File: src/rtl/lsh_pkg.sv
`default_nettype none
// ----------------------------------------------------------------------------
// lsh_pkg: shared definitions for the Laplacian sharpen stream
// Field widths, configuration codes and reset values, control flag and
// result types, and the cross-kernel arithmetic.
// ----------------------------------------------------------------------------
package lsh_pkg;

    // Default line buffer depth in samples
    localparam int MAX_LINE_SAMPLES_DEF = 16384;

    // Field widths
    localparam int SAMPLE_W   = 8;
    localparam int ROW_W      = 12;
    localparam int SIDX_W     = 14;
    localparam int DIM_W      = 13;
    localparam int CHAN_W     = 3;
    localparam int CFG_DATA_W = 13;
    localparam int CFG_IDX_W  = 2;

    // Configuration reset values and legal ranges
    localparam logic [DIM_W-1:0]  WIDTH_RESET  = 13'd640;
    localparam logic [DIM_W-1:0]  HEIGHT_RESET = 13'd480;
    localparam logic [CHAN_W-1:0] CHAN_RESET   = 3'd3;
    localparam logic [DIM_W-1:0]  DIM_MIN      = 13'd3;
    localparam logic [DIM_W-1:0]  DIM_MAX      = 13'd4096;
    localparam logic [CHAN_W-1:0] CHAN_MIN     = 3'd1;
    localparam logic [CHAN_W-1:0] CHAN_MAX     = 3'd4;

    // History of the row above, one entry per possible channel
    localparam int HIST_DEPTH = 4;
    localparam int HIST_SEL_W = 2;

    // Result queue
    localparam int RQ_DEPTH = 4;
    localparam int RQ_PTR_W = 2;
    localparam int RQ_CNT_W = 3;

    // Configuration register indexes
    typedef enum logic [CFG_IDX_W-1:0] {
        CFG_IMAGE_WIDTH   = 2'd0,
        CFG_IMAGE_HEIGHT  = 2'd1,
        CFG_CHANNEL_COUNT = 2'd2
    } cfg_index_t;

    // Per-item control flags
    typedef struct packed {
        logic emit;      // row above exists, one result at least
        logic interior;  // row above sample gets the kernel
        logic last_row;  // incoming row is the last one, copy it out too
        logic eoi;       // final sample of the image
    } item_flags_t;

    // One result item
    typedef struct packed {
        logic [SAMPLE_W-1:0] value;
        logic [ROW_W-1:0]    row;
        logic [SIDX_W-1:0]   sidx;
        logic                eoi;
    } result_t;

    // 5*c - left - right - up - down, clamped to a byte
    function automatic logic [SAMPLE_W-1:0] sharpen(
        input logic [SAMPLE_W-1:0] c,
        input logic [SAMPLE_W-1:0] l,
        input logic [SAMPLE_W-1:0] r,
        input logic [SAMPLE_W-1:0] u,
        input logic [SAMPLE_W-1:0] d
    );
        logic [11:0] acc;
        logic [SAMPLE_W-1:0] res;
        acc = 12'({c, 2'b00}) + 12'(c) - 12'(l) - 12'(r) - 12'(u) - 12'(d);
        if (acc[11]) begin
            res = '0;
        end
        else if (acc[10:8] != 3'd0) begin
            res = '1;
        end
        else begin
            res = acc[7:0];
        end
        return res;
    endfunction

endpackage
`default_nettype wire

File: src/rtl/lsh_result_q.sv
`default_nettype none
// ----------------------------------------------------------------------------
// lsh_result_q: kernel result formation and output queue
// Forms the row above result and, on the last row, the copy of the incoming
// sample, queues them and presents the head on the output channel. Holds off
// input transfers while the queue could not take two more results.
// ----------------------------------------------------------------------------
module lsh_result_q (
    input  logic                          clk,
    input  logic                          rst_n,
    input  logic                          tap_valid,
    input  lsh_pkg::item_flags_t          tap_flags,
    input  logic [lsh_pkg::ROW_W-1:0]     tap_row,
    input  logic [lsh_pkg::SIDX_W-1:0]    tap_sidx,
    input  logic [lsh_pkg::SAMPLE_W-1:0]  tap_cur,
    input  logic [lsh_pkg::SAMPLE_W-1:0]  tap_left,
    input  logic [lsh_pkg::SAMPLE_W-1:0]  tap_right,
    input  logic [lsh_pkg::SAMPLE_W-1:0]  tap_up,
    input  logic [lsh_pkg::SAMPLE_W-1:0]  tap_down,
    input  logic                          out_stall,
    output logic                          in_stall,
    output logic                          out_valid,
    output logic [lsh_pkg::SAMPLE_W-1:0]  value,
    output logic [lsh_pkg::ROW_W-1:0]     row_index,
    output logic [lsh_pkg::SIDX_W-1:0]    sample_index,
    output logic                          end_of_image
);
    import lsh_pkg::*;

    result_t               q_reg [RQ_DEPTH];
    logic [RQ_PTR_W-1:0]   wr_ptr_reg, wr_ptr_next;
    logic [RQ_PTR_W-1:0]   rd_ptr_reg, rd_ptr_next;
    logic [RQ_CNT_W-1:0]   count_reg, count_next;

    result_t               above_res, copy_res, head;
    logic                  push_above, push_copy, pop;
    logic [RQ_CNT_W-1:0]   push_n;

    // Form the two possible results
    always_comb
    begin
        above_res.value = tap_flags.interior ?
                          sharpen(tap_cur, tap_left, tap_right, tap_up, tap_down) :
                          tap_cur;
        above_res.row   = tap_row - ROW_W'(1);
        above_res.sidx  = tap_sidx;
        above_res.eoi   = 1'b0;

        copy_res.value  = tap_down;
        copy_res.row    = tap_row;
        copy_res.sidx   = tap_sidx;
        copy_res.eoi    = tap_flags.eoi;

        push_above = tap_valid && tap_flags.emit;
        push_copy  = push_above && tap_flags.last_row;
        push_n     = RQ_CNT_W'(push_above) + RQ_CNT_W'(push_copy);
    end

    // Hold off input while the queue and the item in flight leave under two free
    assign in_stall = ((count_reg + push_n) > RQ_CNT_W'(RQ_DEPTH - 2));

    // Output head
    assign head         = q_reg[rd_ptr_reg];
    assign out_valid    = (count_reg != '0);
    assign value        = head.value;
    assign row_index    = head.row;
    assign sample_index = head.sidx;
    assign end_of_image = head.eoi;
    assign pop          = out_valid && !out_stall;

    // Pointer and fill level update
    always_comb
    begin
        wr_ptr_next = wr_ptr_reg + RQ_PTR_W'(push_n);
        rd_ptr_next = rd_ptr_reg + RQ_PTR_W'(pop);
        count_next  = count_reg + push_n - RQ_CNT_W'(pop);
    end

    always_ff @(posedge clk or negedge rst_n)
    begin
        if (!rst_n)
        begin
            wr_ptr_reg <= '0;
            rd_ptr_reg <= '0;
            count_reg  <= '0;
        end
        else
        begin
            wr_ptr_reg <= wr_ptr_next;
            rd_ptr_reg <= rd_ptr_next;
            count_reg  <= count_next;
        end
    end

    // Queue storage, the copy lands right after the row above result
    always_ff @(posedge clk)
    begin
        if (push_above)
        begin
            q_reg[wr_ptr_reg] <= above_res;
        end
        if (push_copy)
        begin
            q_reg[wr_ptr_reg + RQ_PTR_W'(1)] <= copy_res;
        end
    end

endmodule
`default_nettype wire

File: config.mk
export PLATFORM = sky130hd
export DESIGN_NAME = lsh_result_q
export DESIGN_NICKNAME = d
export VERILOG_FILES = /design/src/rtl/lsh_pkg.sv /design/src/rtl/lsh_result_q.sv
export SDC_FILE = /design/constraint.sdc
export NUM_CORES = 1
export LEC_CHECK = 0
export BUFFER_PORTS_ARGS = -buffer_cell sky130_fd_sc_hd__buf_2
export CAP_MARGIN = 5
export CORE_MARGIN = 5
export CORE_UTILIZATION = 50
export CTS_BUF_LIST = sky130_fd_sc_hd__clkbuf_16
export DETAILED_ROUTE_END_ITERATION = 8
export GPL_ROUTABILITY_DRIVEN = 0
export PLACE_DENSITY = 0.74
export SYNTH_ARGS = -nofsm -noshare
export SYNTH_HDL_FRONTEND = slang
export SYNTH_SLANG_ARGS = --single-unit
export TNS_END_PERCENT = 20
File: constraint.sdc
create_clock -name clk -period 3.9 [get_ports clk]
set_clock_uncertainty 0.05 [all_clocks]
set_input_delay 0.975 -clock clk [delete_from_list [all_inputs] [get_ports clk]]
set_output_delay 0.975 -clock clk [all_outputs]
set_load 0.03 [all_outputs]
# Word-level counts from Yosys, hierarchy flattened
# Memory sizes are Yosys's and may differ from the RTL's.
# Cells that the tools add are included.
totals:
  wordCells: 30
  ram_bits: 140
  in_bits: 74
  memories: 1
  register_bits: 7
memory_table:
  columns: ["name", "depth", "width", "read_ports", "rd_ports_with_merged_regs", "write_ports", "line_no", "rtl"]
  rows:
  - ["q_reg", 4, 35, 1, 0, 2, "lsh_result_q.sv:30", "result_t q_reg [RQ_DEPTH];"]
op_classes:
  mux: 7
  magnitude_cmp: 1
  n_reduce_logical: 6
  addsub: 12
ops:
  columns: ["operator", "n"]
  rows:
  - ["$sub 12x8->12", 3]
  - ["$mux 8", 3]
  - ["$sub 11x8->12", 1]
  - ["$sub 12x1->12 const B", 1]
  - ["$add 10x8->11", 1]
  - ["$reduce_bool 3->1", 2]
  - ["$mux 1", 4]
  - ["$add 3x2->3", 1]
  - ["$gt 3x2->1 const B", 1]
  - ["$logic_and 1x1->1", 3]
  - ["$sub 3x1->3", 1]
  - ["$add 1x1->2", 1]
  - ["$add 2x1->2", 1]
  - ["$add 2x1->2 const B", 1]
  - ["$add 2x2->2", 1]
  - ["$logic_not 1->1", 1]

# Logic depth before layout (Yosys ltp)
# Gate-level depths: netlist (run 1).
logic_depth:
  depth_word: 9
  depth_mapped: 16
  depth_no_buf: 15

# Worst setup path after synthesis (run 1)
# OpenSTA, ideal clock, no wires.
synth_path:
  path_kind: "input to register"
  from: "in tap_cur[4] (netlist name)"
  to: "mem q_reg[1][32] (netlist name) (data pin)"
  setup_time_ns: 0.260
  n_path_buf: 1
  path_slack_ns: -0.844
  path_stages: 16
  t_required_ns: 3.590
  arrival_time_ns: 4.434
  cell_sequence: "inv_1 -> fa_1 -> inv_1 -> fa_1 -> inv_1 -> fa_1 -> inv_1 -> ha_1 -> a21o_1 -> a221oi_2 -> o21ai_1 -> a21oi_1 -> o21ai_1 -> buf_2 -> o22a_1 -> mux2_2"
synth_lines:
  columns: ["item", "line_no", "rtl"]
  rows:
  - ["start: declaration", "lsh_result_q.sv:15", "input logic [lsh_pkg::SAMPLE_W-1:0] tap_cur,"]
  - ["end: declaration", "lsh_result_q.sv:30", null]

==> flow_summary.toml, run 1 <==
[outcome]
status = "complete, but fails checks"
violations = "negative setup slack"

[floorplanning]
die_height_um = 138
dieWidth_um = 138
rows = 46
initial_core_util_pct = 51.1
core_sq_um = 15900
num_io_pins = 111
dieArea_sq_um = 18900

[global_routing]
overflow = 0
grt_pass1_wl_um = 27700
grt.total_usage_pct = 19.3
met2_usage_pct = 35.0
grt.met3_usage_pct = 3.80
grt_start_max_net_pins = 28
antenna_found_initial = 0
grt_pass1_vias = 5643
use_met1_pct = 23.3
grt_busiest_layer = "met2"

[setup_path]
end_kind = "register"
timing_worst_setup_path_type = "in2reg"
regToRegSetupSlack_ns = 1.77
required_ns = 4.01
cp_max_fo = 6
startpoint_type = "primary input"
worstPathArrival_ns = 4.48

[timing]
max_freq_mhz = 229
final.setup.worst_slack_ns = -0.472
finalCriticalPeriod_ns = 4.37
rsz0062_at_grt = "yes"
finalCritPeriodShare_pct = 112
maxSlewViolCount = 0
worst_slew_pin_slew_ns = 0.881
slew_headroom_pct = 41.1
setup-tns-final_ns = -13.07
finalSetupViolCount = 32
finalHoldViolations = 0

[detailed_routing]
drc_errors = 0
vias = 5232
first_pass_iters = 5
first_iter_violations = 331
final_antenna_net_count = 0
via_per_inst = 5.34
wl_per_cell_um = 17.8
drt-total-wl_um = 17400

[min_path]
hold_path.class = "in2async"

[final_layout]
area_growth_pct = 23.5
drive_above_1_share_pct = 38.1
largest_reg_flops = 140
layout.nets = 876
utilization_pct = 63.1
diodes = 0
fillers = 1170

[place]
hpwl_um = 12500
pre_cts_ws_ns = -1.03
numPortBuffers = 110

[clocking]
htreeDepth = 4
cts_sinks = 147
clockRootBuffer = "clkbuf_16"
cts_tree = "done"
cts_buffer_depth = 2
insertion_delay_ns = 0.41
cts_made_buffers = 17
clkTransAtPathRegs_ns = 0.06
cts_hold_buf = 0

[synthesis]
synthFlopType = "edfxtp_1"
synth_edf_count = 140
synth-seq-cells = 147
ys_async_sr_fraction_pct = 4.76
synth_commonest_cells = "edfxtp_1, inv_1, nor2_1"
seq_area_frac_synth_pct = 53.8
yosys_warnings = 0
synth.avg_cell_area_sq_um = 13.7
yosys.area.top_type_share_pct = 51.7
ys_types = 46
synth_area_sq_um = 8140
yosysMostFrequentCell = "edfxtp_1"
netlist_instances = 595
synth_nets = 721
synth.area.top_cells = "edfxtp_1, mux4_2, fa_1"
synth_top_cell_by_area = "edfxtp_1"

[power]
peakVddDrop_mv = 0.360
cellLeakagePower_nw = 4.02
p_per_area_nw_per_um2 = 687
total_power_mw = 6.90

[job]
maxCapViolCount = 0
-- layer usage --
layer / vias to the layer above / routed length, um
li1: 2419 / -
met1: 2612 / 7020
met2: 183 / 9220
met3: 18 / 947
met4: 0 / 215
met5: - / 0
-- critical path, stage by stage --
cell and delay (ns):
buf_2 0.09, inv_2 0.04, fa_1 0.53, inv_1 0.05, fa_1 0.48, inv_2 0.04, fa_1 0.51, inv_2 0.05
ha_4 0.22, a21o_4 0.23, a221oi_4 0.30, a21oi_2 0.11, xnor2_2 0.19, o21ai_2 0.14, o22a_1 0.25, mux2_2 0.27
-- metrics by stage --
step                      cells  hold WS [ns]  cell area, sq um
after floorplan             595         0.427              8230
after global placement      946         0.547              9400
after detailed placement    946         0.561              9400
after CTS                   979         0.317             10000
after global routing        979         0.323             10100
final                       979         0.331             10100
-- report_power, final --
group | total [mW] | leakage [nW] | switching [mW] | internal [mW]
Clock | 1.48 | 0.255 | 0.612 | 0.867
Combinational | 3.26 | 2.40 | 1.79 | 1.47
Sequential | 2.16 | 1.36 | 0.148 | 2.01
Total | 6.90 | 4.02 | 2.55 | 4.35
-- cells by family after synthesis --
kind of cell	count (synthesis)	share of synthesized area, %
compound gates	61	4.75
xor+xnor	59	6.44
fa+ha+maj	52	10.9
buf+inv	100	4.72
flops	147	53.8
mux	54	12.3
simple gates	122	7.16
-- area by class of cell --
type,instances,area (sq um),share of cell area [%]
Timing Repair Buffer,164,1020,10.1
Clock inverter,15,120,1.19
Inverter,72,274,2.73
Tap cell,216,270,2.69
Sequential cell,147,4380,43.6
Clock buffer,17,425,4.23
Multi-Input combinational cell,348,3560,35.4
-- worst paths after layout --
kind | start | end | cells past startpoint
worst max-delay path | tap_cur[2] | q_reg[1][30] | 16
worst min-delay path | rst_n | rd_ptr_reg[1] | 1
worst max register to register | wr_ptr_reg[1] | q_reg[2][20] | 4
worst min register to register | count_reg[2] | count_reg[2] | 2
max in group asynchronous | rst_n | rd_ptr_reg[0] | 1
min in group clk | count_reg[2] | count_reg[2] | 2
-- placed cells by master (no fill, tap or decap), drive strengths merged, types with 2 or more instances in the layout --
master,n
buf,164
edfxtp,140
inv,72
nor2,47
nand2,39
xnor2,37
mux4,35
fa,31
xor2,22
ha,21
o21ai,19
clkbuf,17
mux2,16
a21oi,14
a31oi,11
nand3,8
clkinvlp,7
dfrtp,7
clkinv,7
and3,6
a21o,5
nor3,4
mux2i,3
nand2b,3
or2,3
o211ai,3
o22a,3
and2,3
or3,3
a221oi,2
nor3b,2
-- repair_timing --
item | 4_1_cts | 5_1_grt
setup endpoints to repair | 32 | 32
setup buffers | 1 | 0
resized for setup | 17 | 10
pin swaps | 18 | 0
Power figures use the tool's default switching activity.
==> run 2, diff against run 1 <==
Settings changed: CTS_BUF_LIST sky130_fd_sc_hd__clkbuf_16 to not set.
==> run 2 against run 1 <==
The run still ends with negative setup slack left. Clock-buffer cell count rose by 1. Clock power barely moved. Power barely moved. Combinational power barely moved. Via count fell by 0.17%. First-iteration DRC count did not move. Largest cell class unchanged. Critical endpoint unchanged. Worst setup slack barely moved. Maximum frequency did not move. Hold slack got worse by 0.0018 ns. Sequential share of layout area did not move. Register-to-register slack barely moved.
==> flow_summary.toml, run 2 (same netlist as run 1, synthesis figures left out) <==
[power]
pwr-share-clk_pct = 21.5
cellLeakagePower_nw = 4.02
p_comb_share_pct = 47.3
p_int_mw = 4.35
p_per_area_nw_per_um2 = 687
p_sw_share_pct = 37.0
total_power_mw = 6.91
peakVddDrop_mv = 0.360
power.switching_mw = 2.56
sequentialPowerShare_pct = 31.3

[min_path]
hold_path.class = "in2async"

[detailed_routing]
vias = 5223
wl_per_cell_um = 17.8
first_pass_iters = 5
first_iter_violations = 331
drt-total-wl_um = 17400
final_antenna_net_count = 0
via_per_inst = 5.34
drc_errors = 0

[global_routing]
grt.total_usage_pct = 19.3
grt_pass1_vias = 5643
grt_pass1_wl_um = 27700
antenna_found_initial = 0
overflow = 0
grt_start_max_net_pins = 28

[clocking]
htreeDepth = 4
clkTransAtPathRegs_ns = 0.06
cts_buffer_depth = 2
cts_hold_buf = 0
clockRootBuffer = "clkbuf_16"
cts_sinks = 147
cts_made_buffers = 17
cts_tree = "done"
insertion_delay_ns = 0.41

[setup_path]
startpoint = "tap_cur[2]"
startpoint_type = "primary input"
timing_worst_setup_path_type = "in2reg"
cpMaxStageDelayCell = "fa_1"
end_kind = "register"
required_ns = 4.01
worstPathArrival_ns = 4.48
crit_chain = "buf_2 > inv_2 > fa_1 > inv_1 > fa_1 > inv_2 > fa_1 > inv_2 > ha_4 > a21o_4 > a221oi_4 > a21oi_2 > xnor2_2 > o21ai_2 > o22a_1 > mux2_2"
cp_max_fo = 6
r2r_start = "wr_ptr_reg[1]"
max_stage_delay_ns = 0.53
path_delay_family = "adder cells"
cp_num_buf_inv = 5

[floorplanning]
die_height_um = 138
num_io_pins = 111
dieWidth_um = 138
initial_core_util_pct = 51.1
dieArea_sq_um = 18900
rows = 46
core_sq_um = 15900

[final_layout]
drive_above_1_share_pct = 38.1
stdcell_count = 979
diodes = 0
final_cell_area_sq_um = 10100
area_growth_pct = 23.5
layout.nets = 876
largest_reg_flops = 140
final_common_cell = "edfxtp_1"
layout_common_cells = "edfxtp_1, buf_2, inv_1"

[timing]
finalCriticalPeriod_ns = 4.37
worst_slew_pin_slew_ns = 0.880
rsz0062_at_grt = "yes"
setup-tns-final_ns = -13.06
final.setup.worst_slack_ns = -0.472
max_freq_mhz = 229
finalCritPeriodShare_pct = 112
maxSlewViolCount = 0
finalHoldViolations = 0
slew_headroom_pct = 41.2
finalSetupViolCount = 32

[outcome]
status = "complete, but fails checks"
violations = "negative setup slack"

[place]
hpwl_um = 12500
numPortBuffers = 110
placedCellCount = 946
dpl-instance-area_sq_um = 9400

[job]
maxCapViolCount = 0
==> run 2: cell types whose count changed in the layout (fill, tap and decap cells not counted) <==
cell / before / now
inv_1: 62 / 61
clkbuf_1: 0 / 1
==> run 2: final cells by class <==
cell class | instances | area (sq um)
fill | 1170 | 5890
sequential | 147 | 4380
tap | 216 | 270
inverter | 72 | 274
multi-input combinational | 348 | 3560
clock buffer | 18 | 429
clock inverter | 14 | 116
timing repair buffer | 164 | 1020
==> run 2: power by group through the flow <==
| stage | combinational [mW] | sequential (mW) | clock (mW) |
|---|---|---|---|
| detailed placement | 3.16 | 2.19 | 0 |
| global route | 3.53 | 2.19 | 1.58 |
| floorplan | 2.34 | 2.09 | 0 |
| finish | 3.26 | 2.16 | 1.48 |
| global placement | 3.08 | 2.17 | 0 |
| CTS | 3.23 | 2.17 | 1.49 |
==> run 2: worst paths after layout <==
| kind | to | slack (ns) | cells after the start |
|---|---|---|---|
| max | q_reg[1][30] | -0.47 | 16 |
| min | rd_ptr_reg[1] | 0.33 | 1 |
| max reg2reg | q_reg[2][20] | 1.77 | 4 |
| min reg2reg | count_reg[2] | 0.59 | 2 |
| max in group asynchronous | rd_ptr_reg[0] | 3.30 | 1 |
| min in group clk | count_reg[2] | 0.59 | 2 |
==> run 2: per-layer routing <==
metal	vias up	track usage [%]	wire, um	part of all wire [%]
met5	-	0	0	0
met4	0	5.49	215	1.2
met3	18	3.80	923	5.3
met2	176	35.0	9220	53
met1	2610	23.3	7060	41
li1	2419	-	-	-
==> run 2: worst reg2reg max path, cell delays in order, from the launching register on <==
cell and delay, ns:
dfrtp_1 0.50, inv_1 0.21, nand3_1 0.16, a21oi_4 0.63, buf_12 0.26
==> run 2: metrics by stage <==
| step | setup WS [ns] | hold WS [ns] | utilization (%) |
|---|---|---|---|
| after CTS | -0.449 | 0.318 | 62.8 |
| final | -0.472 | 0.329 | 63.1 |
| after floorplan | -0.737 | 0.427 | - |
| after global routing | -0.607 | 0.324 | 63.1 |
| after global placement | -0.935 | 0.547 | 59.0 |
| after detailed placement | -1.03 | 0.561 | 59.0 |
==> run 2: timing repair <==
| action | CTS | global route |
|---|---|---|
| endpoints found under the hold margin | 0 | 0 |
| setup buffers | 1 | 0 |
| setup endpoints to repair | 32 | 32 |
| resized for setup | 17 | 10 |
| pin swaps | 18 | 0 |
==> run 3, diff against run 2 <==
Settings changed: CORE_UTILIZATION 50 to 35, PLACE_DENSITY 0.74 to 0.56.
==> run 3 against run 2 <==
The run still ends with negative setup slack left. Hold slack improved by 0.0062 ns. Largest cell class unchanged. Highest routed layer unchanged. Sequential power about the same. Routed wire length increased by 2.9%. Critical path depth unchanged. Clock-buffer cell count decreased by 1. Final cell count increased by 10%. Final area increased by 2.4%. Via count decreased by 3.4%. First-iteration DRC count decreased by 35%. Non-clock buffer count increased by 4. Power increased by 2.0%. Largest power group unchanged. Die area increased by 39%.
==> flow_summary.toml, run 3 (same netlist as run 1, synthesis figures left out) <==
[global_routing]
antenna_found_initial = 0
grt.total_usage_pct = 13.9
grt_start_max_net_pins = 25
grt_pass1_vias = 5562
grt_pass1_wl_um = 28500
overflow = 0

[setup_path]
r2r_start = "wr_ptr_reg[1]"
end_kind = "register"
startpoint_type = "primary input"
timing_worst_setup_path_type = "in2reg"
r2r_cells = 4
regToRegSetupSlack_ns = 1.72
cp_max_fo = 4
r2r_end = "q_reg[2][32]"
worstPathArrival_ns = 4.51
required_ns = 4.01

[floorplanning]
initial_core_util_pct = 35.7
rows = 55
dieWidth_um = 162
dieArea_sq_um = 26400
die_height_um = 162
num_io_pins = 111
core_sq_um = 22800

[clocking]
htreeDepth = 4
clockRootBuffer = "clkbuf_16"
cts_tree = "done"
cts_hold_buf = 0
insertion_delay_ns = 0.41
cts_made_buffers = 17
clkTransAtPathRegs_ns = 0.06
cts_buffer_depth = 2
cts_sinks = 147

[timing]
slew_headroom_pct = 37.9
maxSlewViolCount = 0
finalSetupViolCount = 32
max_freq_mhz = 227
finalHoldViolations = 0
finalCritPeriodShare_pct = 113
final.setup.worst_slack_ns = -0.498
finalCriticalPeriod_ns = 4.40
worst_slew_pin_slew_ns = 0.930
rsz0062_at_grt = "yes"
setup-tns-final_ns = -14.15

[detailed_routing]
drt-total-wl_um = 17900
final_antenna_net_count = 0
vias = 5043
drc_errors = 0
wl_per_cell_um = 16.6
via_per_inst = 4.67
first_iter_violations = 216
first_pass_iters = 5

[job]
maxCapViolCount = 0

[place]
placedCellCount = 1044
dpl-instance-area_sq_um = 9550
numPortBuffers = 110
hpwl_um = 13100

[final_layout]
area_growth_pct = 26.4
final_common_cell = "edfxtp_1"
drive_above_1_share_pct = 38.3
layout.nets = 880
largest_reg_flops = 140
utilization_pct = 45.2
stdcell_count = 1081
final_cell_area_sq_um = 10300
layout_common_cells = "edfxtp_1, buf_2, inv_1"

[outcome]
violations = "negative setup slack"
status = "complete, but fails checks"

[power]
cellLeakagePower_nw = 4.09
p_per_area_nw_per_um2 = 685
peakVddDrop_mv = 0.320

[min_path]
hold_path.class = "in2async"
[run 3: timing repair]
action / CTS / global route
gates resized for setup: 17 / 12
setup buffers: 2 / 2
pin swaps: 26 / 13
endpoints found under the setup margin: 32 / 32
[run 3: worst max path at each step]
stage	cells past startpoint	start	slack, ns	to
2_1_floorplan	15	tap_cur[4]	-0.74	q_reg[0][32]
5_1_grt	14	tap_cur[4]	-0.62	q_reg[1][31]
4_1_cts	16	tap_cur[4]	-0.47	q_reg[1][34]
3_5_place_dp	16	tap_cur[4]	-1.07	q_reg[1][32]
6_report	16	tap_cur[4]	-0.50	q_reg[1][34]
3_3_place_gp	17	tap_left[7]	-0.97	q_reg[1][27]
[run 3: final cells by class]
type / count / area, sq um
fill: 2042 / 12500
clock buffer: 17 / 425
tap: 313 / 392
multi-input combinational: 348 / 3580
inverter: 72 / 274
sequential: 147 / 4380
antenna: 1 / 2.50
clock inverter: 15 / 164
timing repair buffer: 168 / 1070
[run 3: critical path, stage by stage]
cell	delay, ns
buf_6	0.07
clkinvlp_4	0.10
fa_1	0.51
inv_1	0.05
fa_1	0.47
inv_1	0.05
fa_1	0.48
inv_2	0.05
ha_4	0.24
a21o_4	0.22
a221oi_4	0.29
a21oi_2	0.11
xnor2_2	0.26
o211ai_1	0.18
o2bb2ai_2	0.17
mux2_2	0.28
[run 3: routing by layer]
layer,up-vias,global-route usage [%],share of wire (%)
met3,15,3.14,5.4
met2,128,25.8,52
met5,-,0,0
met1,2465,16.0,41
li1,2435,-,-
met4,0,4.46,1.1
[run 3: power breakdown]
group | internal, mW | switching (mW) | total, mW
Clock | 0.997 | 0.607 | 1.60
Combinational | 1.47 | 1.80 | 3.27
Sequential | 2.01 | 0.158 | 2.17
Total | 4.48 | 2.56 | 7.05
[run 3: metrics by stage]
stage	hold WS [ns]	total power, mW	setup WS, ns
final	0.335	7.05	-0.498
after global placement	0.551	5.33	-0.969
after global routing	0.327	7.46	-0.622
after floorplan	0.427	4.43	-0.737
after detailed placement	0.583	5.39	-1.07
after CTS	0.318	7.10	-0.467
