`config.mk`:
```
export PLATFORM = sky130hd
export DESIGN_NAME = lsh_seq
export DESIGN_NICKNAME = d
export VERILOG_FILES = /design/src/rtl/lsh_pkg.sv /design/src/rtl/lsh_seq.sv
export SDC_FILE = /design/constraint.sdc
export NUM_CORES = 1
export LEC_CHECK = 0
export BUFFER_PORTS_ARGS = -buffer_cell sky130_fd_sc_hd__buf_4
export CAP_MARGIN = 20
export CORE_MARGIN = 5
export CORE_UTILIZATION = 55
export CTS_CLUSTER_DIAMETER = 80
export DETAILED_ROUTE_END_ITERATION = 10
export PLACE_DENSITY = 0.74
export SLEW_MARGIN = 15
export SYNTH_ARGS = -nofsm -noshare
export SYNTH_HDL_FRONTEND = slang
export SYNTH_SLANG_ARGS = --single-unit
```
`constraint.sdc`:
```
create_clock -name clk -period 11 [get_ports clk]
set_input_delay 0.55 -clock clk [delete_from_list [all_inputs] [get_ports clk]]
set_output_delay 0.55 -clock clk [all_outputs]
set_load 0.1 [all_outputs]
```
`src/rtl/lsh_pkg.sv`:
```
`default_nettype none
// ----------------------------------------------------------------------------
// lsh_pkg: shared definitions for the Laplacian sharpen stream
// Field widths, configuration codes and reset values, control flag and
// result types, and the cross-kernel arithmetic.
// ----------------------------------------------------------------------------
package lsh_pkg;

    // Default line buffer depth in samples
    localparam int MAX_LINE_SAMPLES_DEF = 16384;

    // Field widths
    localparam int SAMPLE_W   = 8;
    localparam int ROW_W      = 12;
    localparam int SIDX_W     = 14;
    localparam int DIM_W      = 13;
    localparam int CHAN_W     = 3;
    localparam int CFG_DATA_W = 13;
    localparam int CFG_IDX_W  = 2;

    // Configuration reset values and legal ranges
    localparam logic [DIM_W-1:0]  WIDTH_RESET  = 13'd640;
    localparam logic [DIM_W-1:0]  HEIGHT_RESET = 13'd480;
    localparam logic [CHAN_W-1:0] CHAN_RESET   = 3'd3;
    localparam logic [DIM_W-1:0]  DIM_MIN      = 13'd3;
    localparam logic [DIM_W-1:0]  DIM_MAX      = 13'd4096;
    localparam logic [CHAN_W-1:0] CHAN_MIN     = 3'd1;
    localparam logic [CHAN_W-1:0] CHAN_MAX     = 3'd4;

    // History of the row above, one entry per possible channel
    localparam int HIST_DEPTH = 4;
    localparam int HIST_SEL_W = 2;

    // Result queue
    localparam int RQ_DEPTH = 4;
    localparam int RQ_PTR_W = 2;
    localparam int RQ_CNT_W = 3;

    // Configuration register indexes
    typedef enum logic [CFG_IDX_W-1:0] {
        CFG_IMAGE_WIDTH   = 2'd0,
        CFG_IMAGE_HEIGHT  = 2'd1,
        CFG_CHANNEL_COUNT = 2'd2
    } cfg_index_t;

    // Per-item control flags
    typedef struct packed {
        logic emit;      // row above exists, one result at least
        logic interior;  // row above sample gets the kernel
        logic last_row;  // incoming row is the last one, copy it out too
        logic eoi;       // final sample of the image
    } item_flags_t;

    // One result item
    typedef struct packed {
        logic [SAMPLE_W-1:0] value;
        logic [ROW_W-1:0]    row;
        logic [SIDX_W-1:0]   sidx;
        logic                eoi;
    } result_t;

    // 5*c - left - right - up - down, clamped to a byte
    function automatic logic [SAMPLE_W-1:0] sharpen(
        input logic [SAMPLE_W-1:0] c,
        input logic [SAMPLE_W-1:0] l,
        input logic [SAMPLE_W-1:0] r,
        input logic [SAMPLE_W-1:0] u,
        input logic [SAMPLE_W-1:0] d
    );
        logic [11:0] acc;
        logic [SAMPLE_W-1:0] res;
        acc = 12'({c, 2'b00}) + 12'(c) - 12'(l) - 12'(r) - 12'(u) - 12'(d);
        if (acc[11]) begin
            res = '0;
        end
        else if (acc[10:8] != 3'd0) begin
            res = '1;
        end
        else begin
            res = acc[7:0];
        end
        return res;
    endfunction

endpackage
`default_nettype wire

```
`src/rtl/lsh_seq.sv`:
```
`default_nettype none
// ----------------------------------------------------------------------------
// lsh_seq: configuration and raster position sequencer
// Holds the configuration registers and the row and sample counters, and
// produces the line buffer addresses and control flags for each transfer.
// ----------------------------------------------------------------------------
module lsh_seq #(
    parameter int MAX_LINE_SAMPLES = lsh_pkg::MAX_LINE_SAMPLES_DEF
) (
    input  logic                                     clk,
    input  logic                                     rst_n,
    input  logic                                     cfg_we,
    input  logic [lsh_pkg::CFG_IDX_W-1:0]            cfg_index,
    input  logic [lsh_pkg::CFG_DATA_W-1:0]           cfg_data,
    input  logic                                     accept,
    output logic [$clog2(MAX_LINE_SAMPLES)-1:0]      pos,
    output logic [$clog2(MAX_LINE_SAMPLES)-1:0]      ahead_pos,
    output logic [lsh_pkg::ROW_W-1:0]                row,
    output lsh_pkg::item_flags_t                     flags,
    output logic [lsh_pkg::HIST_SEL_W-1:0]           hist_sel
);
    import lsh_pkg::*;

    localparam int AW = $clog2(MAX_LINE_SAMPLES);
    localparam int LW = $clog2(MAX_LINE_SAMPLES + 1);
    localparam int SW = LW + 1;

    logic [DIM_W-1:0]  width_reg, width_next;
    logic [DIM_W-1:0]  height_reg, height_next;
    logic [CHAN_W-1:0] chan_reg, chan_next;
    logic [AW-1:0]     sample_cnt_reg, sample_cnt_next;
    logic [ROW_W-1:0]  row_cnt_reg, row_cnt_next;

    logic [DIM_W-1:0]  w_sat, h_sat;
    logic [CHAN_W-1:0] ch_sat;
    logic [15:0]       line_prod;
    logic [16:0]       line_wide;
    logic [LW-1:0]     line_len;
    logic [AW-1:0]     cur_pos;
    logic [ROW_W-1:0]  cur_row;
    logic [SW-1:0]     ahead_sum, pos_inc;
    logic [DIM_W-1:0]  row_inc;
    logic              line_wrap, row_wrap;

    // Configuration writes
    always_comb
    begin
        width_next  = width_reg;
        height_next = height_reg;
        chan_next   = chan_reg;
        if (cfg_we)
        begin
            case (cfg_index)
                CFG_IMAGE_WIDTH:   width_next  = cfg_data;
                CFG_IMAGE_HEIGHT:  height_next = cfg_data;
                CFG_CHANNEL_COUNT: chan_next   = cfg_data[CHAN_W-1:0];
                default:           ;
            endcase
        end
    end

    // Saturate configuration into its legal range and form the row length
    always_comb
    begin
        w_sat  = (width_reg < DIM_MIN) ? DIM_MIN :
                 (width_reg > DIM_MAX) ? DIM_MAX : width_reg;
        h_sat  = (height_reg < DIM_MIN) ? DIM_MIN :
                 (height_reg > DIM_MAX) ? DIM_MAX : height_reg;
        ch_sat = (chan_reg < CHAN_MIN) ? CHAN_MIN :
                 (chan_reg > CHAN_MAX) ? CHAN_MAX : chan_reg;
        line_prod = 16'(w_sat) * 16'(ch_sat);
        line_wide = (17'(line_prod) > 17'(MAX_LINE_SAMPLES)) ?
                    17'(MAX_LINE_SAMPLES) : 17'(line_prod);
        line_len  = LW'(line_wide);
    end

    // Restart counters beyond the current geometry, derive flags
    always_comb
    begin
        cur_pos   = (LW'(sample_cnt_reg) >= line_len) ? '0 : sample_cnt_reg;
        cur_row   = ({1'b0, row_cnt_reg} >= h_sat) ? '0 : row_cnt_reg;
        ahead_sum = SW'(cur_pos) + SW'(ch_sat);

        flags.emit     = (cur_row != '0);
        flags.interior = (cur_row >= ROW_W'(2)) && (SW'(cur_pos) >= SW'(ch_sat))
                         && (ahead_sum < SW'(line_len));
        flags.last_row = ({1'b0, cur_row} == (h_sat - DIM_W'(1)));
        flags.eoi      = flags.last_row && (SW'(cur_pos) == (SW'(line_len) - SW'(1)));

        pos       = cur_pos;
        ahead_pos = AW'(ahead_sum);
        row       = cur_row;
        hist_sel  = HIST_SEL_W'(ch_sat - CHAN_W'(1));
    end

    // Advance the raster position on each transfer
    always_comb
    begin
        pos_inc   = SW'(cur_pos) + SW'(1);
        row_inc   = {1'b0, cur_row} + DIM_W'(1);
        line_wrap = (pos_inc >= SW'(line_len));
        row_wrap  = (row_inc >= h_sat);
        sample_cnt_next = sample_cnt_reg;
        row_cnt_next    = row_cnt_reg;
        if (accept)
        begin
            if (line_wrap)
            begin
                sample_cnt_next = '0;
                row_cnt_next    = row_wrap ? '0 : ROW_W'(row_inc);
            end
            else
            begin
                sample_cnt_next = AW'(pos_inc);
                row_cnt_next    = cur_row;
            end
        end
    end

    always_ff @(posedge clk or negedge rst_n)
    begin
        if (!rst_n)
        begin
            width_reg      <= WIDTH_RESET;
            height_reg     <= HEIGHT_RESET;
            chan_reg       <= CHAN_RESET;
            sample_cnt_reg <= '0;
            row_cnt_reg    <= '0;
        end
        else
        begin
            width_reg      <= width_next;
            height_reg     <= height_next;
            chan_reg       <= chan_next;
            sample_cnt_reg <= sample_cnt_next;
            row_cnt_reg    <= row_cnt_next;
        end
    end

endmodule
`default_nettype wire

```
Word-level counts from Yosys, hierarchy flattened

Cells that the tools add are included.
Widths: inputs -> output; s select.

Shifts and indexed selects: 0
Equality and inequality tests: 4
Reduce and logical (&&, ||, !) cells: 8
Bitwise logic cells: 0
$mul: 1
Magnitude comparators: 14
Mux-type cells: 12
$add $sub $neg: 6
Divide/modulo/power cells: 0

Operators with widths:

| kind                  | count |
|---|---|
| $mux 13               | 4 |
| $mux 12               | 3 |
| $mux 14               | 2 |
| $gt 13x13->1 const B  | 2 |
| $lt 13x2->1 const B   | 2 |
| $eq 14x16->1          | 1 |
| $gt 16x15->1 const B  | 1 |
| $mul 13x3->16         | 1 |
| $sub 15x1->16 const B | 1 |
| $add 14x1->15 const B | 1 |
| $add 14x3->15         | 1 |
| $ge 14x15->1          | 1 |
| $ge 15x15->1          | 1 |
| $lt 15x15->1          | 1 |
| $mux 15               | 1 |
| $ge 14x3->1           | 1 |
| $add 12x1->13 const B | 1 |
| $eq 12x13->1          | 1 |
| $ge 12x13->1          | 1 |
| $ge 13x13->1          | 1 |
| $sub 13x1->13 const B | 1 |
| $ge 12x2->1 const B   | 1 |
| $reduce_bool 12->1    | 1 |
| $mux 3                | 2 |
| 8 further kinds       | 12 |

Memories: 0
Bits in read-only memories: 0
RAM bits: 0
Bits in latches: 0
Input bits: 19
Register bits after elaboration: 55

Depth between registers and ports, before layout

Gate-level depths: netlist of the first run.

Word-level depth: 11
Gate-level depth with buffers: 44
Gate-level depth less buffers: 39

Worst setup path after synthesis of the first run

OpenSTA, ideal clock, no wires.

Path type: flip-flop to output port
Start point: register chan_reg[1]
End point: output flags[2] (netlist name)
Arrival: 12.823 ns
Path buffers: 3
Slack: -2.373 ns
Cell stages (with the launch flop): 33
Path through: dfstp_2 > a21o_1 > nor2_1 > and2_1 > fa_1 > ha_1 > inv_1 > fa_1 > xnor2_1 > nor3b_1 > o21ai_0 > o21ai_1 > nand4b_1 > nor4_4 > or2_2 > clkbuf_1 > nand2_1 > ha_1 > a22o_1 > o41ai_1 > a21oi_1 > nor2_1 > buf_2 > nor2_1 > clkbuf_1 > nor2_1 > xor2_1 > ha_1 > a21o_1 > a21o_1 > a21oi_1 > o221ai_1 > a311oi_1

RTL lines:

| what                   | RTL line       | text |
|---|---|---|
| from (decl)            | lsh_seq.sv:30  | `logic [CHAN_W-1:0] chan_reg, chan_next;` |
| from (signal assigned) | lsh_seq.sv:134 | `chan_reg <= chan_next;` |
| to (decl)              | lsh_seq.sv:19  | `output lsh_pkg::item_flags_t flags,` |

==> qor.csv, run 1 <==
metric,value,unit
Sink Count,55,
nets@finish,1113,
area grow syn2layout,12.6,%
FMAX,96.5,MHz
largest area contributor in the netlist,dfrtp_1,
Reg2Reg Depth,34,
crit path kind,register to output port,
clock slew at reported path FFs,70,ps
CP dominant cell by count,ha_1,
die area,0.0164,mm2
post-synthesis cell type count,91,
Worst-Margin Slew,985,ps
first-pass GRT wire length,38.2,mm
core footprint,0.0138,mm2
Startpoint Class,register,
Synthesized Nets,1070,
placed cell count,1160,
Hold Crit Class,input pin to asynchronous set/reset pin,
Leak,4.06,nW
Top Ports,65,
Die Height,128,um
initial antenna violation count,0,
Final ANT Viol Nets,0,
Root Buffer,clkbuf_16,
Max Slew Vio Count,0,
vias in the first global route,7177,
Synth area leaders,"dfrtp_1, ha_1, nand2_1",
Yosys reg bits,55,
final wirelength,23.8,mm
Placed Area,0.00845,mm2
Slowest cell on crit path,fa_1,
Vias,7420,
post-synthesis instance area,0.00769,mm2
Iteration-0 DRC Markers,573,
setup violators final,0,
most repeated cell in the gate-level netlist after synthesis,nand2_1,
"CP delay by family, top",compound AO/OA/AOI/OAI gates,
GRT Overall Usage,29.0,%
final core utilization,62.8,%
pwr dens,289,mW/mm2
synth warn,0,
DP Worst Slack,518,ps
diode count,0,
Syn Inst Count,945,
Site Rows,43,
CP arrival,9820,ps
CTS max path bufs,2,
clk_skew,8.97,ps
Async SR Flop Fraction,100,%
WL met1,10.2,mm
Max Cap Viol,0,
detailed placer's ending HPWL,19.1,mm
post-route cell area,0.00865,mm2
CP startpoint,width_reg[6],
Worst EP required,10450,ps
CTS buffer count,5,
Max Used Layer,met4,
r2r startpoint,width_reg[6],
"Max FO, Critical Path",8,
RD Place Congestion,1.01,
DR WL/cell,20.4,um
fin crit period,10370,ps
clock latency on the worst-skew pair,320,ps
status,finished clean,
synthesized area per cell,8.13,um2
fraction of layout cells with a size suffix above 1,18.4,%
top_reg_cell synth,dfrtp_1,
maximum VDD drop,0.156,mV
met2 WL,10.9,mm
Die W,128,um
Max-slew headroom,34.1,%
DRT Pass-1 Iters,6,
Hold Slack,290,ps
Initial Util,55.8,%
Met3 Wirelength,1.69,mm
hold_buf cts,0,
grt total ovfl,0,
Tcrit/Tclk final,94.2,%
setup TNS,0,ps
pin count of the biggest net entering global routing,56,
CP max stage delay,540,ps
Synth top cells by count,"nand2_1, ha_1, nor2_1",
CP bufs+invs,3,
Levels on crit path,37,
max reg flops,14,
htree depth,2,
final setup margin,634,ps
CTS tree,yes,
Tot Pwr,2.50,mW
Post-synth EDFFs,0,
IO Port Bufs,64,
sequential area share after synthesis,18.0,%
crit end category,output port,
Final Hold Viols,0,
routed vias/inst,6.35,
DRC viols,0,
Synth top area share,15.3,%
final std cells w/o fill,1169,
## final cells by class
cell class                      instances  area [um2]
Clock inverter                          3        22.5
Inverter                               69         268
Timing Repair Buffer                   77         578
Tap cell                              180         225
Fill cell                            1259        5120
Multi-Input combinational cell        780        6050
Clock buffer                            5         125
Sequential cell                        55        1390
## path summary, 6_finish.rpt
check                                    end  slack (ps)
setup / recovery                    flags[2]         630
hold / removal                 height_reg[9]         290
setup reg to reg           sample_cnt_reg[0]        1030
hold reg to reg               height_reg[10]         580
max in group asynchronous    row_cnt_reg[10]       10220
min in group clk                width_reg[1]         480
## worst register-to-register path, delay by kind of cell (launching register included)
kind            cells  cell delay, ps
fa+ha+maj           5            1860
xor+xnor            1             210
flops               1             440
buf+inv             2             170
compound gates     10            2530
simple gates       16            4590
## kinds of logic after synthesis
kind of cell    after synthesis  share of synthesized area (%)
compound gates              242                           23.4
xor+xnor                     66                           7.72
fa+ha+maj                   108                           18.7
buf+inv                     110                           5.96
flops                        55                           18.0
mux                          31                           4.51
simple gates                333                           21.6
## what timing repair did
action | CTS | global route
endpoints found under the setup margin | 0 | 23
gates resized for setup | 0 | 10
hold endpoints to repair | 0 | 0
buffers inserted | 0 | 1
## report_power, final
part	internal, mW	leakage [nW]	total (mW)	switching [mW]
clock	0.0860	0.0746	0.169	0.0828
combinational	0.654	3.30	2.00	1.34
sequential	0.246	0.682	0.332	0.0863
total	0.986	4.06	2.50	1.51
## layer usage
layer	global-route usage, %	up-vias
li1	-	3547
met5	0	-
met4	12.0	0
met2	46.9	348
met1	38.7	3450
met3	4.50	75
## layout by cell type, fill, tap and decap left out, drive strengths merged, types with 30 or more instances in the layout
| cell | instances |
|---|---|
| a21oi | 43 |
| buf | 77 |
| dfrtp | 47 |
| ha | 94 |
| inv | 70 |
| nand2 | 101 |
| nand3 | 30 |
| nor2 | 73 |
| o21ai | 44 |
| xnor2 | 41 |
Power figures use the tool's default switching activity.
==> run 2: changes to the inputs <==
ABC_AREA = 1   (was not set)
RECOVER_POWER = 100   (was not set)
==> run 2 against run 1 <==
  * The flow now finishes with violations (capacitance limit, slew limit)
  * Clock skew is 4.0 ps lower
  * Global-route usage is 2.2 points lower
  * Worst setup slack better by 660 ps
  * Non-clock buffer count is 13 lower
  * Critical path depth is 13 higher
  * First-iteration DRC count is 7.0% lower
  * Critical path type unchanged
  * Largest cell class unchanged
==> qor.csv, run 2 <==
metric,value,unit
Yosys reg bits,55,
Synth area leaders,"nand2_1, dfrtp_1, ha_1",
area grow syn2layout,8.15,%
fill count,1424,
Async SR Flop Fraction,100,%
most repeated cell in the gate-level netlist after synthesis,nand2_1,
maximum VDD drop,0.151,mV
diode count,0,
internal power,0.790,mW
RD Place Congestion,0.948,
CTS max path bufs,2,
Levels on crit path,50,
CTS buffer count,5,
die area,0.0163,mm2
crit end category,output port,
setup repair bufs after CTS,0,
top_reg_cell synth,dfrtp_1,
max reg flops,14,
Startpoint Class,register,
routed vias/inst,5.40,
Final Hold Viols,0,
Sw Pwr,1.43,mW
Final ANT Viol Nets,0,
Leak,4.60,nW
Max Slew Vio Count,56,
"Max FO, Critical Path",29,
synthesized area per cell,6.30,um2
grt total ovfl,0,
Top Ports,65,
Slowest cell on crit path,a21oi_1,
vias in the first global route,7213,
Tcrit/Tclk final,88.3,%
IO Port Bufs,64,
synth warn,0,
Tot Pwr,2.22,mW
CP max stage delay,830,ps
Synthesized Nets,1332,
reg2reg end,row_cnt_reg[6],
first-pass GRT wire length,35.3,mm
switch share,64.5,%
Max-slew headroom,-98.6,%
CP dominant cell by count,nand2_1,
"commonest non-fill, non-tap cells in the layout","nand2_1, inv_1, nor2_1, ha_1, nand3_1",
final wirelength,21.5,mm
r2r startpoint,chan_reg[2],
sequential area share after synthesis,18.2,%
Initial Util,55.4,%
Site Rows,43,
Iteration-0 DRC Markers,533,
status,"complete, but fails checks",
Worst EP required,10450,ps
Hold Crit Class,register to register,
clock latency on the worst-skew pair,310,ps
DR WL/cell,14.9,um
htree depth,2,
setup TNS,0,ps
Vias,7771,
largest area contributor in the netlist,nand2_1,
DP Worst Slack,1700,ps
Synth top area share,17.5,%
Max Cap Viol,1,
post-synthesis cell type count,48,
met2 WL,10.1,mm
DRT Pass-1 Iters,5,
Worst-Margin Slew,2980,ps
pin count of the biggest net entering global routing,56,
initial antenna violation count,0,
nets@finish,1384,
Worst Setup EP,flags[2],
"setup slack, reg-to-reg",1410,ps
Synth top cells by count,"nand2_1, inv_1, nor2_1",
Root Buffer,clkbuf_16,
CP arrival,9160,ps
fin crit period,9710,ps
CTS tree,yes,
Max Used Layer,met4,
setup violators final,0,
Sequential Power Share,13.0,%
final core utilization,59.9,%
WL met1,9.49,mm
Syn Inst Count,1207,
crit path kind,register to output port,
CP bufs+invs,7,
GRT Overall Usage,26.8,%
pwr dens,271,mW/mm2
detailed placer's ending HPWL,17.9,mm
clock network power share,7.6,%
post-synthesis instance area,0.00760,mm2
final setup margin,1290,ps
Post-synth EDFFs,0,
CP startpoint,chan_reg[2],
"CP delay by family, top",simple AND/OR/NAND/NOR gates,
core footprint,0.0137,mm2
failing checks,"capacitance limit, slew limit",
Die W,128,um
"commonest non-fill, non-tap cell in the layout",nand2_1,
cts repair resizes,0,
clk_skew,5.00,ps
Met3 Wirelength,1.16,mm
hold_buf cts,0,
fraction of layout cells with a size suffix above 1,5.79,%
FMAX,103,MHz
Sink Count,55,
clock slew at reported path FFs,70,ps
DRC viols,0,
RSZ-0062 raised after global routing,false,
Die Height,128,um
combinational cell fraction of total power,79.4,%
Reg2Reg Depth,50,
-- run 2: power groups by stage --
stage / Sequential [mW] / Clock [mW] / Combinational [mW]
after floorplan: 0.275 / 0 / 1.42
after global placement: 0.291 / 0 / 1.79
after detailed placement: 0.291 / 0 / 1.80
after CTS: 0.287 / 0.173 / 1.81
after global routing: 0.294 / 0.181 / 1.96
final: 0.289 / 0.170 / 1.77
-- run 2: logic make-up (layout without fill, tap and decap cells) --
family          after synthesis  after routing  share of synthesized area (%)
xor+xnor                     38             38                           4.67
flops                        55             55                           18.2
simple gates                632            632                           35.9
buf+inv                     233            286                           11.7
compound gates              143            143                           10.9
fa+ha+maj                   106            106                           18.6
-- run 2: worst min-delay path by stage --
stage	start	cells after the start	end	slack [ps]
6_report	width_reg[11]	2	width_reg[11]	490
2_1_floorplan	rst_n	0	chan_reg[2]	250
5_1_grt	cfg_data[6]	3	height_reg[6]	520
4_1_cts	rst_n	1	sample_cnt_reg[12]	300
3_5_place_dp	width_reg[11]	2	width_reg[11]	480
3_3_place_gp	width_reg[11]	2	width_reg[11]	470
-- run 2: routing by layer --
metal,GRT usage [%],vias up
met1,35.2,3480
met4,9.99,0
met2,45.4,239
met5,0,-
li1,-,3997
met3,3.22,55
-- run 2: area by class of cell --
| class | count | area, um2 | area share [%] |
|---|---|---|---|
| clock buffers | 6 | 139 | 1.69 |
| clock inverters | 2 | 16.3 | 0.198 |
| inverters | 214 | 803 | 9.77 |
| multi-input cells | 919 | 5330 | 64.8 |
| flip-flops and latches | 55 | 1390 | 16.9 |
| well taps | 180 | 225 | 2.74 |
| repair buffers | 64 | 323 | 3.93 |
-- run 2: stage by stage --
step                hold slack [ps]  area [um2]  std cells
floorplan                       254        7610       1207
global placement                471        8230       1432
detailed placement              476        8230       1432
CTS                             303        8390       1440
global route                    517        8220       1440
finish                          494        8220       1440
-- run 2: worst min-delay path: stages, from the launching register on --
cell,delay (ps)
dfrtp_1,350
nand2_1,50
o21ai_0,60
==> run 3: changes to the inputs <==
ABC_AREA = 0   (was 1)
==> run 3 against run 2 <==
  * The run still ends with capacitance limit, slew limit left
  * Hold slack got worse by 12 ps
  * Clock power hardly changed
  * Clock-buffer cell count decreased by 1
  * Fmax decreased by 6.9%
  * Highest routed layer unchanged
  * Routed wire length grew 11%
  * Sequential power is 15% higher
  * Largest power group unchanged
  * Largest cell class unchanged
==> qor.csv, run 3 (synthesis results as in run 1) <==
metric,value,unit
"commonest non-fill, non-tap cells in the layout","nand2_1, ha_1, inv_1, nor2_1, dfrtp_1",
CP arrival,9880,ps
Max Cap Viol,2,
DRC viols,0,
hold path depth,3,
Hold Crit Class,input pin to register,
Vias,7494,
area grow syn2layout,10.4,%
nets@finish,1113,
Initial Util,55.8,%
clock latency on the worst-skew pair,320,ps
final setup margin,572,ps
DR WL/cell,20.4,um
Iteration-0 DRC Markers,551,
Tcrit/Tclk final,94.8,%
Max Slew Vio Count,71,
Levels on crit path,37,
CP bufs+invs,3,
hold_buf cts,0,
FMAX,95.9,MHz
CP max stage delay,540,ps
"commonest non-fill, non-tap cell in the layout",nand2_1,
first-pass GRT wire length,38.2,mm
Die Height,128,um
Final Hold Viols,0,
pin count of the biggest net entering global routing,56,
DP Worst Slack,518,ps
footprint of the multi-input gates,0.00602,mm2
Worst-Margin Slew,3090,ps
Die W,128,um
fraction of layout cells with a size suffix above 1,14.0,%
RD Place Congestion,1.01,
Max-slew headroom,-106,%
core footprint,0.0138,mm2
Sink Count,55,
sequential standard cell area,0.00139,mm2
clk_skew,10.1,ps
Site Rows,43,
routed vias/inst,6.41,
Hold Slack,481,ps
detailed placer's ending HPWL,19.1,mm
"Max FO, Critical Path",8,
diode count,0,
Final ANT Viol Nets,0,
crit end category,output port,
fin crit period,10430,ps
Root Buffer,clkbuf_16,
IO Port Bufs,64,
"CP delay by family, top",compound AO/OA/AOI/OAI gates,
r2r startpoint,width_reg[6],
grt total ovfl,0,
crit path kind,register to output port,
Startpoint Class,register,
max reg flops,14,
fill count,1292,
status,"complete, but fails checks",
initial antenna violation count,0,
Top Ports,65,
final core utilization,61.6,%
Worst EP required,10450,ps
setup violators final,0,
final wirelength,23.8,mm
Reg2Reg Depth,36,
failing checks,"capacitance limit, slew limit",
Slowest cell on crit path,fa_1,
clock slew at reported path FFs,70,ps
setup TNS,0,ps
Worst Min Path Start,cfg_data[1],
vias in the first global route,7177,
pwr dens,289,mW/mm2
CP dominant cell by count,ha_1,
die area,0.0164,mm2
CP startpoint,width_reg[6],
GRT Overall Usage,29.0,%
CTS max path bufs,2,
CTS tree,yes,
maximum VDD drop,0.144,mV
htree depth,2,
Leak,3.90,nW
CTS buffer count,5,
DRT Pass-1 Iters,5,
[run 3: cell types whose count changed in the layout (fill, tap and decap cells not counted), moves of 29 or more]
cell and delta:
inv_1 -141, xnor2_1 +33, nand3_1 -57, mux2_2 +29, nor2_1 -46, nand2_1 -254
[run 3: worst paths after layout]
kind,slack [ps],endpoint
setup / recovery,570,flags[2]
hold / removal,480,width_reg[1]
setup reg to reg,850,row_cnt_reg[0]
hold reg to reg,580,height_reg[0]
max in group asynchronous,8010,sample_cnt_reg[10]
min in group asynchronous,1250,height_reg[9]
[run 3: where the power goes]
| group | leakage [nW] | switching, mW | internal, mW | total, mW |
|---|---|---|---|---|
| combinational | 3.14 | 1.34 | 0.612 | 1.95 |
| clock | 0.0746 | 0.0832 | 0.0860 | 0.169 |
| sequential | 0.682 | 0.0865 | 0.246 | 0.332 |
| total | 3.90 | 1.51 | 0.944 | 2.45 |
[run 3: repair_timing]
| action | in CTS | in global routing |
|---|---|---|
| buffers inserted | 0 | 1 |
| setup endpoints to repair | 0 | 23 |
| resized for setup | 0 | 10 |
[run 3: layer usage]
metal / track usage, % / wire [um]
met1: 38.7 / 10200
met2: 46.9 / 10900
met5: 0 / 0
met3: 4.50 / 1690
met4: 12.0 / 977
[run 3: metrics by stage]
stage,cell area [um2],power [mW],cells
floorplan,7840,1.82,945
CTS,8600,2.46,1168
finish,8480,2.45,1169
global route,8480,2.61,1169
detailed placement,8450,2.28,1160
global placement,8450,2.27,1160
[run 3: tightest hold or removal path, cell delays in order]
cell and delay, ps:
buf_4 100, nand2_1 40, o21ai_0 60
[run 3: layout make-up]
cell class | instances | area share (%)
Inverter | 69 | 3.16
Timing Repair Buffer | 77 | 5.10
Clock inverter | 3 | 0.265
Multi-Input combinational cell | 780 | 71.0
Sequential cell | 55 | 16.3
Clock buffer | 5 | 1.47
Tap cell | 180 | 2.65
